==> src/rtl/ste_pkg.sv <==
// Package for the sorted table engine.
// Holds the transaction structs, operation and status codes, and cell control types.
// No dependencies; every other file refers to it by scoped names.
package ste_pkg;

	// Default table geometry.
	localparam int DEPTH       = 64;
	localparam int VALUE_WIDTH = 32;

	// Fixed field widths of the transaction ports.
	localparam int KIND_W  = 2;
	localparam int VALUE_W = 32;
	localparam int FIELD_W = 7;
	localparam int STAT_W  = 2;

	// Operation codes carried in the kind field.
	typedef enum logic [KIND_W-1:0] {
		KIND_INSERT = 2'd0,
		KIND_DELETE = 2'd1,
		KIND_SEARCH = 2'd2
	} kind_t;

	// Result status codes.
	typedef enum logic [STAT_W-1:0] {
		STAT_DONE = 2'd0,
		STAT_FULL = 2'd1,
		STAT_MISS = 2'd2
	} status_t;

	// Input transaction.
	typedef struct packed {
		logic [KIND_W-1:0]         kind;
		logic signed [VALUE_W-1:0] value;
	} op_t;

	// Result transaction.
	typedef struct packed {
		logic               found;
		logic [FIELD_W-1:0] position;
		logic [FIELD_W-1:0] count;
		logic [STAT_W-1:0]  status;
	} result_t;

	// Command broadcast to every cell of the row.
	typedef enum logic [1:0] {
		CELL_HOLD,
		CELL_CMP,
		CELL_INS,
		CELL_DEL
	} cell_cmd_t;

	// Flags that a cell shows to its neighbors and to the control logic.
	typedef struct packed {
		logic valid;
		logic lt;
		logic le;
		logic lt_head;
		logic le_head;
		logic hit;
	} cell_flags_t;

	// Engine sequencer states.
	typedef enum logic [2:0] {
		ST_IDLE,
		ST_CMP,
		ST_EXEC,
		ST_DEL,
		ST_DONE
	} state_t;

endpackage

==> src/rtl/ste_cell.sv <==
// One cell of the sorted row: holds one entry, its valid bit and its compare flags.
// Shifts toward either neighbor on command. Depends on ste_pkg.
module ste_cell #(
	parameter int VALUE_WIDTH = ste_pkg::VALUE_WIDTH
) (
	input  logic                    clk,
	input  logic                    arst_n,
	input  ste_pkg::cell_cmd_t      cmd,
	input  logic [VALUE_WIDTH-1:0]  key,
	input  logic [VALUE_WIDTH-1:0]  prev_entry,
	input  ste_pkg::cell_flags_t    prev_flags,
	input  logic [VALUE_WIDTH-1:0]  next_entry,
	input  ste_pkg::cell_flags_t    next_flags,
	output logic [VALUE_WIDTH-1:0]  entry,
	output ste_pkg::cell_flags_t    flags
);

	logic [VALUE_WIDTH-1:0] entry_q;
	logic                   valid_q;
	logic                   lt_q;
	logic                   le_q;
	logic                   lt_cmp;
	logic                   le_cmp;

	// Signed compare of the held entry against the broadcast key.
	assign lt_cmp = $signed(entry_q) <  $signed(key);
	assign le_cmp = $signed(entry_q) <= $signed(key);

	// Entry data: the insertion point takes the key, cells above it take the
	// left neighbor; on delete every cell at or above the head takes the right one.
	always_ff @(posedge clk) begin
		case (cmd)
			ste_pkg::CELL_INS: begin
				if (!le_q) begin
					entry_q <= prev_flags.le ? key : prev_entry;
				end
			end
			ste_pkg::CELL_DEL: begin
				if (!lt_q) begin
					entry_q <= next_entry;
				end
			end
			default: begin
			end
		endcase
	end

	// Valid bit and registered compare flags.
	always_ff @(posedge clk or negedge arst_n) begin
		if (!arst_n) begin
			valid_q <= 1'b0;
			lt_q    <= 1'b0;
			le_q    <= 1'b0;
		end else begin
			case (cmd)
				ste_pkg::CELL_CMP: begin
					lt_q <= valid_q & lt_cmp;
					le_q <= valid_q & le_cmp;
				end
				ste_pkg::CELL_INS: begin
					valid_q <= prev_flags.valid;
				end
				ste_pkg::CELL_DEL: begin
					if (!lt_q) begin
						valid_q <= next_flags.valid;
					end
				end
				default: begin
				end
			endcase
		end
	end

	// The head cells mark where the thermometer codes of lt and le end.
	assign entry         = entry_q;
	assign flags.valid   = valid_q;
	assign flags.lt      = lt_q;
	assign flags.le      = le_q;
	assign flags.lt_head = ~lt_q & prev_flags.lt;
	assign flags.le_head = ~le_q & prev_flags.le;
	assign flags.hit     = valid_q & flags.lt_head & (entry_q == key);

endmodule

==> config.mk <==
export PLATFORM = sky130hd
export DESIGN_NAME = ste_cell
export DESIGN_NICKNAME = d
export VERILOG_FILES = /design/src/rtl/ste_pkg.sv /design/src/rtl/ste_cell.sv
export SDC_FILE = /design/constraint.sdc
export NUM_CORES = 1
export LEC_CHECK = 0
export ABC_CLOCK_PERIOD_IN_PS = 2500
export BUFFER_PORTS_ARGS = -buffer_cell sky130_fd_sc_hd__buf_2
export CORE_ASPECT_RATIO = 0.7
export CORE_UTILIZATION = 41
export CTS_BUF_LIST = sky130_fd_sc_hd__clkbuf_2 sky130_fd_sc_hd__clkbuf_4 sky130_fd_sc_hd__clkbuf_8
export DETAILED_ROUTE_END_ITERATION = 12
export PLACE_DENSITY = 0.78
export SLEW_MARGIN = 40
export SYNTH_ARGS = -nofsm -noshare
export SYNTH_HDL_FRONTEND = slang
export SYNTH_SLANG_ARGS = --single-unit
==> constraint.sdc <==
create_clock -name clk -period 2.5 [get_ports clk]
set_input_delay 0.5 -clock clk [delete_from_list [all_inputs] [get_ports clk]]
set_output_delay 0.5 -clock clk [all_outputs]
set_load 0.03 [all_outputs]
# ---- Word level (Yosys, flattened, before mapping)
# Cells that the tools add are included.
dict set report classes {
  order_cmp 2
  n_eq_ne 6
  muxes 6
  bitwise 8
  n_reduce_logical 3
}
# op n
set ops {}
lappend ops {{32-bit 2-to-1 mux} 3}
lappend ops {{32-bit one-hot mux with 2 select lines} 1}
lappend ops {{32-bit equality test} 1}
lappend ops {{32-bit <= comparator} 1}
lappend ops {{32-bit less-than comparator} 1}
lappend ops {{1-bit bitwise AND} 6}
lappend ops {{2-bit equality test (second input constant)} 2}
lappend ops {{2-bit != test (second input constant)} 2}
lappend ops {{3-bit AND reduction} 1}
lappend ops {{2-bit by 1-bit equality test with 1-bit output (second input constant)} 1}
lappend ops {{1-bit inverter} 2}
lappend ops {{1-bit one-hot mux with 2 select lines} 1}
lappend ops {{2-bit AND reduction} 1}
lappend ops {{2-bit nonzero test} 1}
lappend ops {{1-bit 2-to-1 mux} 1}
dict set report totals {
  ff_bits 35
  out_inout_bits 38
  wordCells 29
}

# ---- Logic depth before layout (Yosys ltp)
# Gate-level depths: netlist of run 1.
dict set report depth {
  word_depth 4
  ltp_mapped 8
  ltp_nobuf 8
}

# ---- Worst setup path after synthesis of run 1
# Ideal clock, no wire load.
dict set report synth_path {
  kind {flip-flop to output port}
  start {register entry_q[31] (netlist: entry[31])}
  end {output flags[0] in the netlist's numbering}
  arrival_time_ns 2.305
  t_required_ns 2.000
  slack_ns -0.305
  stages_incl_launch_ff 6
  path_buffers 0
  cell_sequence {edfxtp_1 > ha_1 > nand4_1 > nor4_1 > nand4_1 > nor3b_1}
}
# element line_no
set synth_lines {}
lappend synth_lines {{start: declaration} ste_cell.sv:18} ;# logic [VALUE_WIDTH-1:0] entry_q;
lappend synth_lines {{start signal: assignment} ste_cell.sv:35} ;# entry_q <= prev_flags.le ? key : prev_entry;
lappend synth_lines {{start signal: assignment} ste_cell.sv:40} ;# entry_q <= next_entry;
lappend synth_lines {{end: declaration} ste_cell.sv:15} ;# output ste_pkg::cell_flags_t flags

==> results_dict.tcl, run 1 <==
set metrics [dict create \
    timing.critical_path.required_ns 2.00 \
    areaGrowthSynthToFinish_pct 37.85 \
    multi_input_comb_area_um2 1424 \
    final_max_slew_viol_count 0 \
    hold_viol_final 0 \
    worst_ir_drop_vdd_v 0.0002596 \
    worst_slew_pin_slew_ns 0.5106 \
    dominant_combinational_cell_family_by_area_after_synthesis "adder cells" \
    synth.mux.area_fraction_pct 12.25 \
    wl_per_instance_um 13.64 \
    final_antenna_net_count 0 \
    r2r-start "entry[23]" \
    final-seq-area_um2 1036 \
    replace_congestion 0.7780 \
    chipWidth_um 97.46 \
    synth_sequential_area_ratio_pct 39.62 \
    timing.clock.skew_ns 0.005289 \
    type_of_element_launching_the_critical_path "flip-flop" \
    dp_worst_setup_slack_ns -0.1577 \
    cp_cell_sequence "ha_4 -> nand4_1 -> nor4_2 -> buf_4 -> nand4_1 -> nor3b_2 -> buf_4" \
    critPathTopFamily "simple AND/OR/NAND/NOR gates" \
    synthDistinctLibCells 30 \
    postLayoutCellArea_um2 3605 \
    synth-simple-area-share_pct 12.68 \
    grt.overflow.total 0 \
    grt_pass1_wl_um 11140 \
    wirelength_um 6860 \
    avgSynthCellArea_um2 9.407 \
    timing.critical_path.from "entry[19]" \
    placement_rows 23 \
    hold_path_class "in -> reg" \
    yosys_warnings 0 \
    number_of_nets_produced_by_synthesis 422 \
    post-route-drc-count 0 \
    timing.hold.worst.start "cmd[1]" \
    fraction_of_final_layout_cells_sized_beyond_drive_strength_1_pct 39.49 \
    crit_fanout 3 \
    routed-via-count 2523 \
    global_route.usage.total_pct 21.17 \
    antenna_found_initial 0 \
    post-route-util_pct 60.81 \
    tritoncts "yes" \
    p_leak_nw 1.848 \
    sum_of_net_half_perimeters_after_detailed_placement_um 5658 \
    number_of_ports_placed_on_the_die_boundary 150 \
    io_buffers 141 \
    h-tree-depth 2 \
    final_critical_delay_including_setup_and_external_delays_ns 2.602 \
    layout_common_cells "sky130_fd_sc_hd__buf_2, sky130_fd_sc_hd__nand2_1, sky130_fd_sc_hd__o21ai_0, sky130_fd_sc_hd__inv_1" \
    post_synthesis_register_bit_count 35 \
    run_status "finished with violations" \
    cts_num_sinks 35 \
    firstDrtPassIters 4 \
    initialDrtViolationCount 79 \
    peak_clock_frequency_supported_by_timing_mhz 384.3 \
    synth_xor_area_share_pct 0 \
    synthCells 278 \
    setup_slack_ns -0.1024 \
    arrival_time_reported_for_the_critical_path_endpoint_ns 2.10 \
    clock_latency_ns 0.27 \
    placed_cell_area_um2 3467 \
    design.final.nets 573 \
    critPathKind "reg -> out" \
    fp.coreArea_um2 5928 \
    n_antenna_cell 0 \
    violations "setup timing" \
    number_of_max_cap_violations 0 \
    grt_setup_unrepaired "true" \
    numCtsBuffers 5 \
    detail_route.vias_per_cell 5.016 \
    die_area_um2 6707 \
    fin_crit_sh_pct 104.1 \
    syn_area_um2 2615 \
    filler_cell_count 534 \
    crit_slowest_cell "sky130_fd_sc_hd__edfxtp_1" \
    die_height_um 68.82 \
    ctsLongestPathBuffers 2 \
    first_global_vias 2480 \
    layout.cells.most_common "sky130_fd_sc_hd__buf_2" \
    power.density_cell_area_nw_per_um2 500.3 \
    max_slew_headroom_pct 65.96 \
    initial_core_util_pct 44.11 \
    report.final.setup_viol 1 \
    synth-compound-area-share_pct 12.82 \
    count_of_buffer_and_inverter_cells_on_the_critical_path 2 \
    synth_fa_ha_area_share_pct 15.31 \
    clk_root_buffer_cell "sky130_fd_sc_hd__clkbuf_8" \
    setup.worst_path.end_class "output port" \
    clock_transition_time_at_the_flip_flop_clock_pins_of_the_worst_setup_and_hold_paths_ns 0.06 \
    crit_path_max_incr_delay_ns 0.44 \
    grt_start_max_net_pins 35 \
]
==> routing by layer <==
metal | up-vias | share of wire, % | track usage, % | routed length (um)
met5 | - | 0 | 0 | 0
li1 | 1298 | - | - | -
met3 | 10 | 5.6 | 5.141 | 381
met1 | 1132 | 45 | 25.53 | 3108
met4 | 0 | 1.4 | 5.699 | 93
met2 | 83 | 48 | 38.72 | 3276
==> cell families after synthesis <==
| logic type | count (synthesis) |
|---|---|
| buffers and inverters | 47 |
| adders and majority gates | 32 |
| muxes | 32 |
| AOI/OAI and AO/OA | 62 |
| and+or+nand+nor | 70 |
| DFF | 35 |
==> final cells by class <==
cell class	count	area share [%]
Tap cell	75	2.603
Inverter	33	3.436
Timing Repair Buffer	158	23.60
Multi-Input combinational cell	196	39.50
Sequential cell	35	28.74
Clock buffer	6	2.117
==> Yosys cell counts <==
master	count	area share [%]
sky130_fd_sc_hd__a211o_1	1	0.33
sky130_fd_sc_hd__a211oi_1	2	0.57
sky130_fd_sc_hd__a21boi_1	1	0.29
sky130_fd_sc_hd__a21o_1	2	0.57
sky130_fd_sc_hd__a21oi_1	15	2.9
sky130_fd_sc_hd__a221oi_1	1	0.33
sky130_fd_sc_hd__and2_1	1	0.24
sky130_fd_sc_hd__and4_1	1	0.33
sky130_fd_sc_hd__buf_2	3	0.57
sky130_fd_sc_hd__buf_4	3	0.86
sky130_fd_sc_hd__clkbuf_1	8	1.1
sky130_fd_sc_hd__dfrtp_1	3	2.9
sky130_fd_sc_hd__edfxtp_1	32	37
sky130_fd_sc_hd__ha_1	32	15
sky130_fd_sc_hd__inv_1	33	4.7
sky130_fd_sc_hd__mux2i_1	32	12
sky130_fd_sc_hd__nand2_1	41	5.9
sky130_fd_sc_hd__nand3_1	6	1.1
sky130_fd_sc_hd__nand4_1	7	1.7
sky130_fd_sc_hd__nand4_2	1	0.48
sky130_fd_sc_hd__nand4b_1	1	0.33
sky130_fd_sc_hd__nor2_1	3	0.43
sky130_fd_sc_hd__nor2b_1	3	0.72
sky130_fd_sc_hd__nor3_1	2	0.38
sky130_fd_sc_hd__nor3b_1	1	0.29
sky130_fd_sc_hd__nor4_1	1	0.24
sky130_fd_sc_hd__o211ai_1	2	0.57
sky130_fd_sc_hd__o21ai_0	38	7.3
sky130_fd_sc_hd__or3_1	1	0.24
sky130_fd_sc_hd__or4_1	1	0.29
==> state kept, by name (all words and copies together) (netlist names) <==
name	count
entry	32
lt_q	1
valid_q	1
le_q	1
==> worst paths after layout <==
check	endpoint	slack (ns)	cells past startpoint
max	flags[0]	-0.10	7
min reg2reg	valid_q	0.65	2
min	valid_q	0.47	2
max in group asynchronous	le_q	1.84	2
max reg2reg	lt_q	0.43	8
min in group asynchronous	valid_q	0.56	2
==> stage by stage <==
| stage | hold WS [ns] | TNS, ns | total power (W) | std cells |
|---|---|---|---|---|
| floorplan | 0.2044 | -0.03216 | 0.001185 | 278 |
| global placement | 0.2979 | -0.08158 | 0.001408 | 492 |
| detailed placement | 0.2971 | -0.1577 | 0.001430 | 492 |
| CTS | 0.003502 | -0.1282 | 0.001827 | 501 |
| global route | 0.4760 | -0.2595 | 0.001922 | 503 |
| finish | 0.4684 | -0.1024 | 0.001803 | 503 |
==> power by group <==
group / switching, W / internal, W
logic: 0.000389 / 0.000255
registers: 0.0000480 / 0.000731
clock network: 0.000184 / 0.000197
==> worst register-to-register path, stage by stage (launching register included) <==
cell and delay (ns):
sky130_fd_sc_hd__edfxtp_1 0.41, sky130_fd_sc_hd__ha_1 0.31, sky130_fd_sc_hd__buf_4 0.14, sky130_fd_sc_hd__a21oi_1 0.14
sky130_fd_sc_hd__o21ai_0 0.14, sky130_fd_sc_hd__a221oi_1 0.26, sky130_fd_sc_hd__o211ai_1 0.18, sky130_fd_sc_hd__a211o_1 0.33
sky130_fd_sc_hd__nand3_1 0.08
==> what timing repair did <==
action,in CTS,in global routing
pin swaps,3,1
hold buffers,0,1
setup endpoints to repair,1,1
gates resized for setup,3,0
hold endpoints to repair,0,3
setup buffers,3,1
Note: power is estimated with default switching activity, not from simulation.
==> run 2: changes to the inputs <==
BUFFER_PORTS_ARGS = default   (was -buffer_cell sky130_fd_sc_hd__buf_2)
CORE_UTILIZATION = 60   (was 41)
DONT_BUFFER_PORTS = 1   (was default)
PLACE_DENSITY = 0.79   (was 0.78)
==> results_dict.tcl, run 2 (same netlist as run 1, synthesis figures left out) <==
set metrics [dict create \
    routed-via-count 2113 \
    number_of_ports_placed_on_the_die_boundary 150 \
    postLayoutCellArea_um2 3054 \
    die_area_um2 4631 \
    internal_power_w 0.001139 \
    firstDrtPassIters 4 \
    placed_cell_area_um2 2893 \
    clock_transition_time_at_the_flip_flop_clock_pins_of_the_worst_setup_and_hold_paths_ns 0.07 \
    r2r-start "entry[31]" \
    timing.critical_path.required_ns 2.00 \
    endpoint_of_the_worst_register_to_register_path "lt_q" \
    h-tree-depth 2 \
    antenna_found_initial 0 \
    initial_core_util_pct 64.71 \
    design.final.nets 453 \
    power.density_cell_area_nw_per_um2 564.1 \
    final_critical_delay_including_setup_and_external_delays_ns 2.584 \
    placement_rows 19 \
    final_max_slew_viol_count 0 \
    grtUsageMet1_pct 31.64 \
    post-route-drc-count 0 \
    grt_start_max_net_pins 41 \
    hold_path_class "in -> reg" \
    power.share.sequential_pct 46.9 \
    cts_num_sinks 35 \
    type_of_element_launching_the_critical_path "flip-flop" \
    setup_slack_ns -0.08398 \
    final.hold.worst_slack_ns 0.3046 \
    clk_root_buffer_cell "sky130_fd_sc_hd__clkbuf_8" \
    worst_slew_pin_slew_ns 0.5760 \
    chipWidth_um 80.91 \
    worst_ir_drop_vdd_v 0.0004068 \
    worst_hold_path.num_cells 1 \
    wl_per_instance_um 16.28 \
    timing.reg2reg.worst_path_depth 9 \
    most_congested_layer_reported_by_global_routing "met2" \
    setup.worst_path.end_class "output port" \
    layout_common_cells "sky130_fd_sc_hd__nand2_1, sky130_fd_sc_hd__o21ai_0, sky130_fd_sc_hd__buf_4, sky130_fd_sc_hd__inv_1" \
    grt.overflow.total 0 \
    areaGrowthSynthToFinish_pct 16.79 \
    timing.clock.skew_ns 0.003075 \
    global_route.usage.total_pct 25.70 \
    register_to_register_path_setup_slack_ns 0.36 \
    met3_usage_in_global_routing_pct 8.160 \
    number_of_max_cap_violations 0 \
    ctsLongestPathBuffers 2 \
    max_slew_headroom_pct 61.52 \
    run_status "finished with violations" \
    detail_route.vias_per_cell 5.837 \
    io_buffers 0 \
    filler_cell_count 287 \
    tritoncts "yes" \
    layout.cells.most_common "sky130_fd_sc_hd__nand2_1" \
    hold-path-endpoint "valid_q" \
    crit_fanout 2 \
    initialDrtViolationCount 86 \
    arrival_time_reported_for_the_critical_path_endpoint_ns 2.08 \
    final_setup_tns_ns -0.08398 \
    first_global_vias 2034 \
    post-route-util_pct 75.57 \
    fraction_of_final_layout_cells_sized_beyond_drive_strength_1_pct 16.45 \
    replace_congestion 0.7712 \
    met2_usage_pct 44.78 \
    die_height_um 57.24 \
    peak_clock_frequency_supported_by_timing_mhz 387.0 \
    grt_setup_unrepaired "true" \
    grt_pass1_wl_um 8942 \
    sum_of_net_half_perimeters_after_detailed_placement_um 4557 \
    clock_power_share_pct 22.8 \
    final_antenna_net_count 0 \
    fp.coreArea_um2 4041 \
    n_antenna_cell 0 \
    final-instance-count-excl-fill 362 \
    fin_crit_sh_pct 103.4 \
    largest_register_ffs 32 \
    wirelength_um 5892 \
    placed_cells_incl_taps 351 \
    violations "setup timing" \
    power_frac_comb_pct 30.3 \
    timing.hold.worst.start "cmd[1]" \
    report.final.setup_viol 1 \
    power.switching_w 0.0005841 \
    multi_input_comb_area_um2 1458 \
    clock_latency_ns 0.28 \
    netSwitchingFraction_pct 33.90 \
    critPathKind "reg -> out" \
    numCtsBuffers 5 \
    hold_viol_final 0 \
    final-seq-area_um2 1036 \
    p_leak_nw 1.402 \
]
## run 2: worst max-delay path by stage
stage                         start        to  slack [ns]  depth (start not counted)
after floorplan           entry[31]  flags[0]       -0.03                          5
after global placement      key[31]  flags[0]        0.02                          7
after detailed placement    key[31]  flags[0]       -0.04                          7
after CTS                 entry[19]  flags[0]       -0.09                          6
after global routing      entry[25]  flags[0]       -0.24                          6
final                     entry[17]  flags[0]       -0.08                          6
## run 2: power groups by stage
stage	logic (W)	registers (W)	clock network [W]
finish	0.000522	0.000807	0.000394
global route	0.000578	0.000814	0.000426
CTS	0.000517	0.000805	0.000400
detailed placement	0.000504	0.000816	0
global placement	0.000488	0.000812	0
floorplan	0.000291	0.000894	0
## run 2: per-stage QoR
stage	worst slack [ns]	total power [W]
after floorplan	-0.03216	0.001185
after global placement	0.01989	0.001300
after detailed placement	-0.03849	0.001320
after CTS	-0.08885	0.001722
after global routing	-0.2358	0.001818
final	-0.08398	0.001723
## run 2: repair_timing
action | CTS | global route
buffers inserted | 1 | 1
endpoints found under the hold margin | 3 | 0
resized for setup | 3 | 2
endpoints found under the setup margin | 1 | 1
hold buffers | 1 | 0
pin swaps | 3 | 5
## run 2: critical path, stage by stage (launching register included)
cell	delay (ns)
sky130_fd_sc_hd__edfxtp_1	0.44
sky130_fd_sc_hd__ha_4	0.30
sky130_fd_sc_hd__nand4_1	0.17
sky130_fd_sc_hd__nor4_4	0.34
sky130_fd_sc_hd__nand4_1	0.20
sky130_fd_sc_hd__nor3b_2	0.18
sky130_fd_sc_hd__buf_4	0.18
## run 2: area by class of cell
| type | instances | area share (%) |
|---|---|---|
| flip-flops and latches | 35 | 33.92 |
| multi-input cells | 196 | 47.73 |
| well taps | 52 | 2.130 |
| clock inverters | 2 | 0.2458 |
| inverters | 33 | 4.056 |
| clock buffers | 6 | 2.499 |
| repair buffers | 38 | 9.422 |
## run 2: layer usage
layer,vias to the layer above,routed length [um]
met4,0,54
met1,963,2538
li1,1053,-
met3,8,473
met5,-,0
met2,89,2827
==> run 3: changes to the inputs <==
CELL_PAD_IN_SITES_DETAIL_PLACEMENT = 1   (was default)
CELL_PAD_IN_SITES_GLOBAL_PLACEMENT = 1   (was default)
CORE_UTILIZATION = 42   (was 60)
PLACE_DENSITY = default   (was 0.79)
PLACE_DENSITY_LB_ADDON = 0.1   (was default)
RECOVER_POWER = 50   (was default)
==> results_dict.tcl, run 3 (same netlist as run 1, synthesis figures left out) <==
set metrics [dict create \
    run_status "finished with violations" \
    violations "setup timing" \
    worst_hold_path.num_cells 1 \
    setup.worst_path.end_class "output port" \
    worstSetupPathDepth 7 \
    firstDrtPassIters 4 \
    report.final.setup_viol 1 \
    dp_worst_setup_slack_ns -0.07140 \
    cp_cell_sequence "ha_1 -> nand4_1 -> nor4_2 -> buf_4 -> nand4_1 -> nor3b_2 -> buf_4" \
    clk_root_buffer_cell "sky130_fd_sc_hd__clkbuf_8" \
    final_setup_tns_ns -0.1544 \
    initialDrtViolationCount 53 \
    largest_register_ffs 32 \
    hold_viol_final 0 \
    numCtsBuffers 5 \
    h-tree-depth 2 \
    tritoncts "yes" \
    timing.critical_path.required_ns 2.00 \
    design.final.nets 459 \
    antenna_found_initial 0 \
    die_area_um2 6551 \
    peak_clock_frequency_supported_by_timing_mhz 376.7 \
    type_of_element_launching_the_critical_path "flip-flop" \
    timing.reg2reg.worst_path_depth 9 \
    placement_rows 23 \
    routed-via-count 2156 \
    arrival_time_reported_for_the_critical_path_endpoint_ns 2.15 \
    layout.cells.most_common "sky130_fd_sc_hd__nand2_1" \
    worst_slew_pin_slew_ns 1.387 \
    die_height_um 68.02 \
    grt_start_max_net_pins 35 \
    post-route-util_pct 50.94 \
    number_of_ports_placed_on_the_die_boundary 150 \
    grt.overflow.total 0 \
    p_leak_nw 1.296 \
    crit_slowest_cell "sky130_fd_sc_hd__edfxtp_1" \
    final_max_slew_viol_count 0 \
    critPathKind "reg -> out" \
    io_buffers 0 \
    sum_of_net_half_perimeters_after_detailed_placement_um 5308 \
    initial_core_util_pct 44.54 \
    sum_of_internal_switching_and_leakage_power_w 0.001695 \
    crit_path_max_incr_delay_ns 0.40 \
    wl_per_instance_um 17.30 \
    hold_path_class "in -> reg" \
    final-instance-count-excl-fill 391 \
    detail_route.vias_per_cell 5.514 \
    critPathTopFamily "simple AND/OR/NAND/NOR gates" \
    max_slew_headroom_pct 7.482 \
    fp.coreArea_um2 5871 \
    setup_slack_ns -0.1544 \
    first_global_vias 2024 \
    worst_ir_drop_vdd_v 0.0002324 \
    ctsLongestPathBuffers 2 \
    layout_common_cells "sky130_fd_sc_hd__nand2_1, sky130_fd_sc_hd__o21ai_0, sky130_fd_sc_hd__inv_1" \
    timing.clock.skew_ns 0.006519 \
    post-route-drc-count 0 \
    grt_setup_unrepaired "true" \
    n_antenna_cell 0 \
    count_of_buffer_and_inverter_cells_on_the_critical_path 2 \
    cts_num_sinks 35 \
    clock_transition_time_at_the_flip_flop_clock_pins_of_the_worst_setup_and_hold_paths_ns 0.07 \
    crit_fanout 3 \
    placed_cells_incl_taps 377 \
    fin_crit_sh_pct 106.2 \
    wirelength_um 6765 \
    areaGrowthSynthToFinish_pct 14.35 \
    clock_latency_ns 0.29 \
    chipWidth_um 96.31 \
    number_of_max_cap_violations 0 \
    power.density_cell_area_nw_per_um2 566.7 \
    replace_congestion 0.6885 \
    grt_pass1_wl_um 9770 \
    final_critical_delay_including_setup_and_external_delays_ns 2.654 \
    final_antenna_net_count 0 \
    fraction_of_final_layout_cells_sized_beyond_drive_strength_1_pct 7.595 \
    global_route.usage.total_pct 20.18 \
]
-- run 3: cell count changes in the layout (fill, tap and decap cells not counted), sizes merged --
cell      previous run  this run
clkbuf               6        37
buf                 37        11
clkinvlp             0         1
-- run 3: layer usage --
layer	track usage, %	vias to the layer above	share of wire (%)
li1	-	1063	-
met1	25.66	994	45
met2	34.22	95	47
met3	6.000	4	8.4
met4	4.412	0	0.25
met5	0	-	0
-- run 3: area by class of cell --
class                   count  area, um2
clock buffers               5      68.82
clock inverters             3      15.01
multi-input cells         196       1440
fillers                   695       2880
flip-flops and latches     35       1036
inverters                  33      123.9
repair buffers             44      212.7
well taps                  75      93.84
-- run 3: power breakdown --
| group | internal, W | switching [W] | leakage [nW] | total [W] |
|---|---|---|---|---|
| registers | 0.000730 | 0.0000608 | 0.342 | 0.000791 |
| logic | 0.000170 | 0.000334 | 0.914 | 0.000504 |
| clock network | 0.000189 | 0.000210 | 0.0392 | 0.000399 |
-- run 3: worst paths after layout --
| check | from | to | slack (ns) |
|---|---|---|---|
| max | entry[23] | flags[0] | -0.15 |
| min | cmd[1] | valid_q | 0.30 |
| max reg2reg | entry[25] | le_q | 0.39 |
| min reg2reg | lt_q | lt_q | 0.81 |
| max in group asynchronous | arst_n | valid_q | 1.89 |
| min in group asynchronous | arst_n | le_q | 0.46 |
-- run 3: what timing repair did --
item,in CTS,in global routing
hold buffers,1,0
cloned,0,0
pin swaps,4,2
setup endpoints to repair,1,1
resized for setup,3,1
buffers inserted,3,2
endpoints found under the hold margin,3,0
-- run 3: metrics by stage --
step | instance area (um2) | hold slack (ns)
global route | 2990 | 0.2853
CTS | 3084 | 0.2969
detailed placement | 2944 | 0.2045
finish | 2990 | 0.3003
floorplan | 2624 | 0.2044
global placement | 2944 | 0.2045
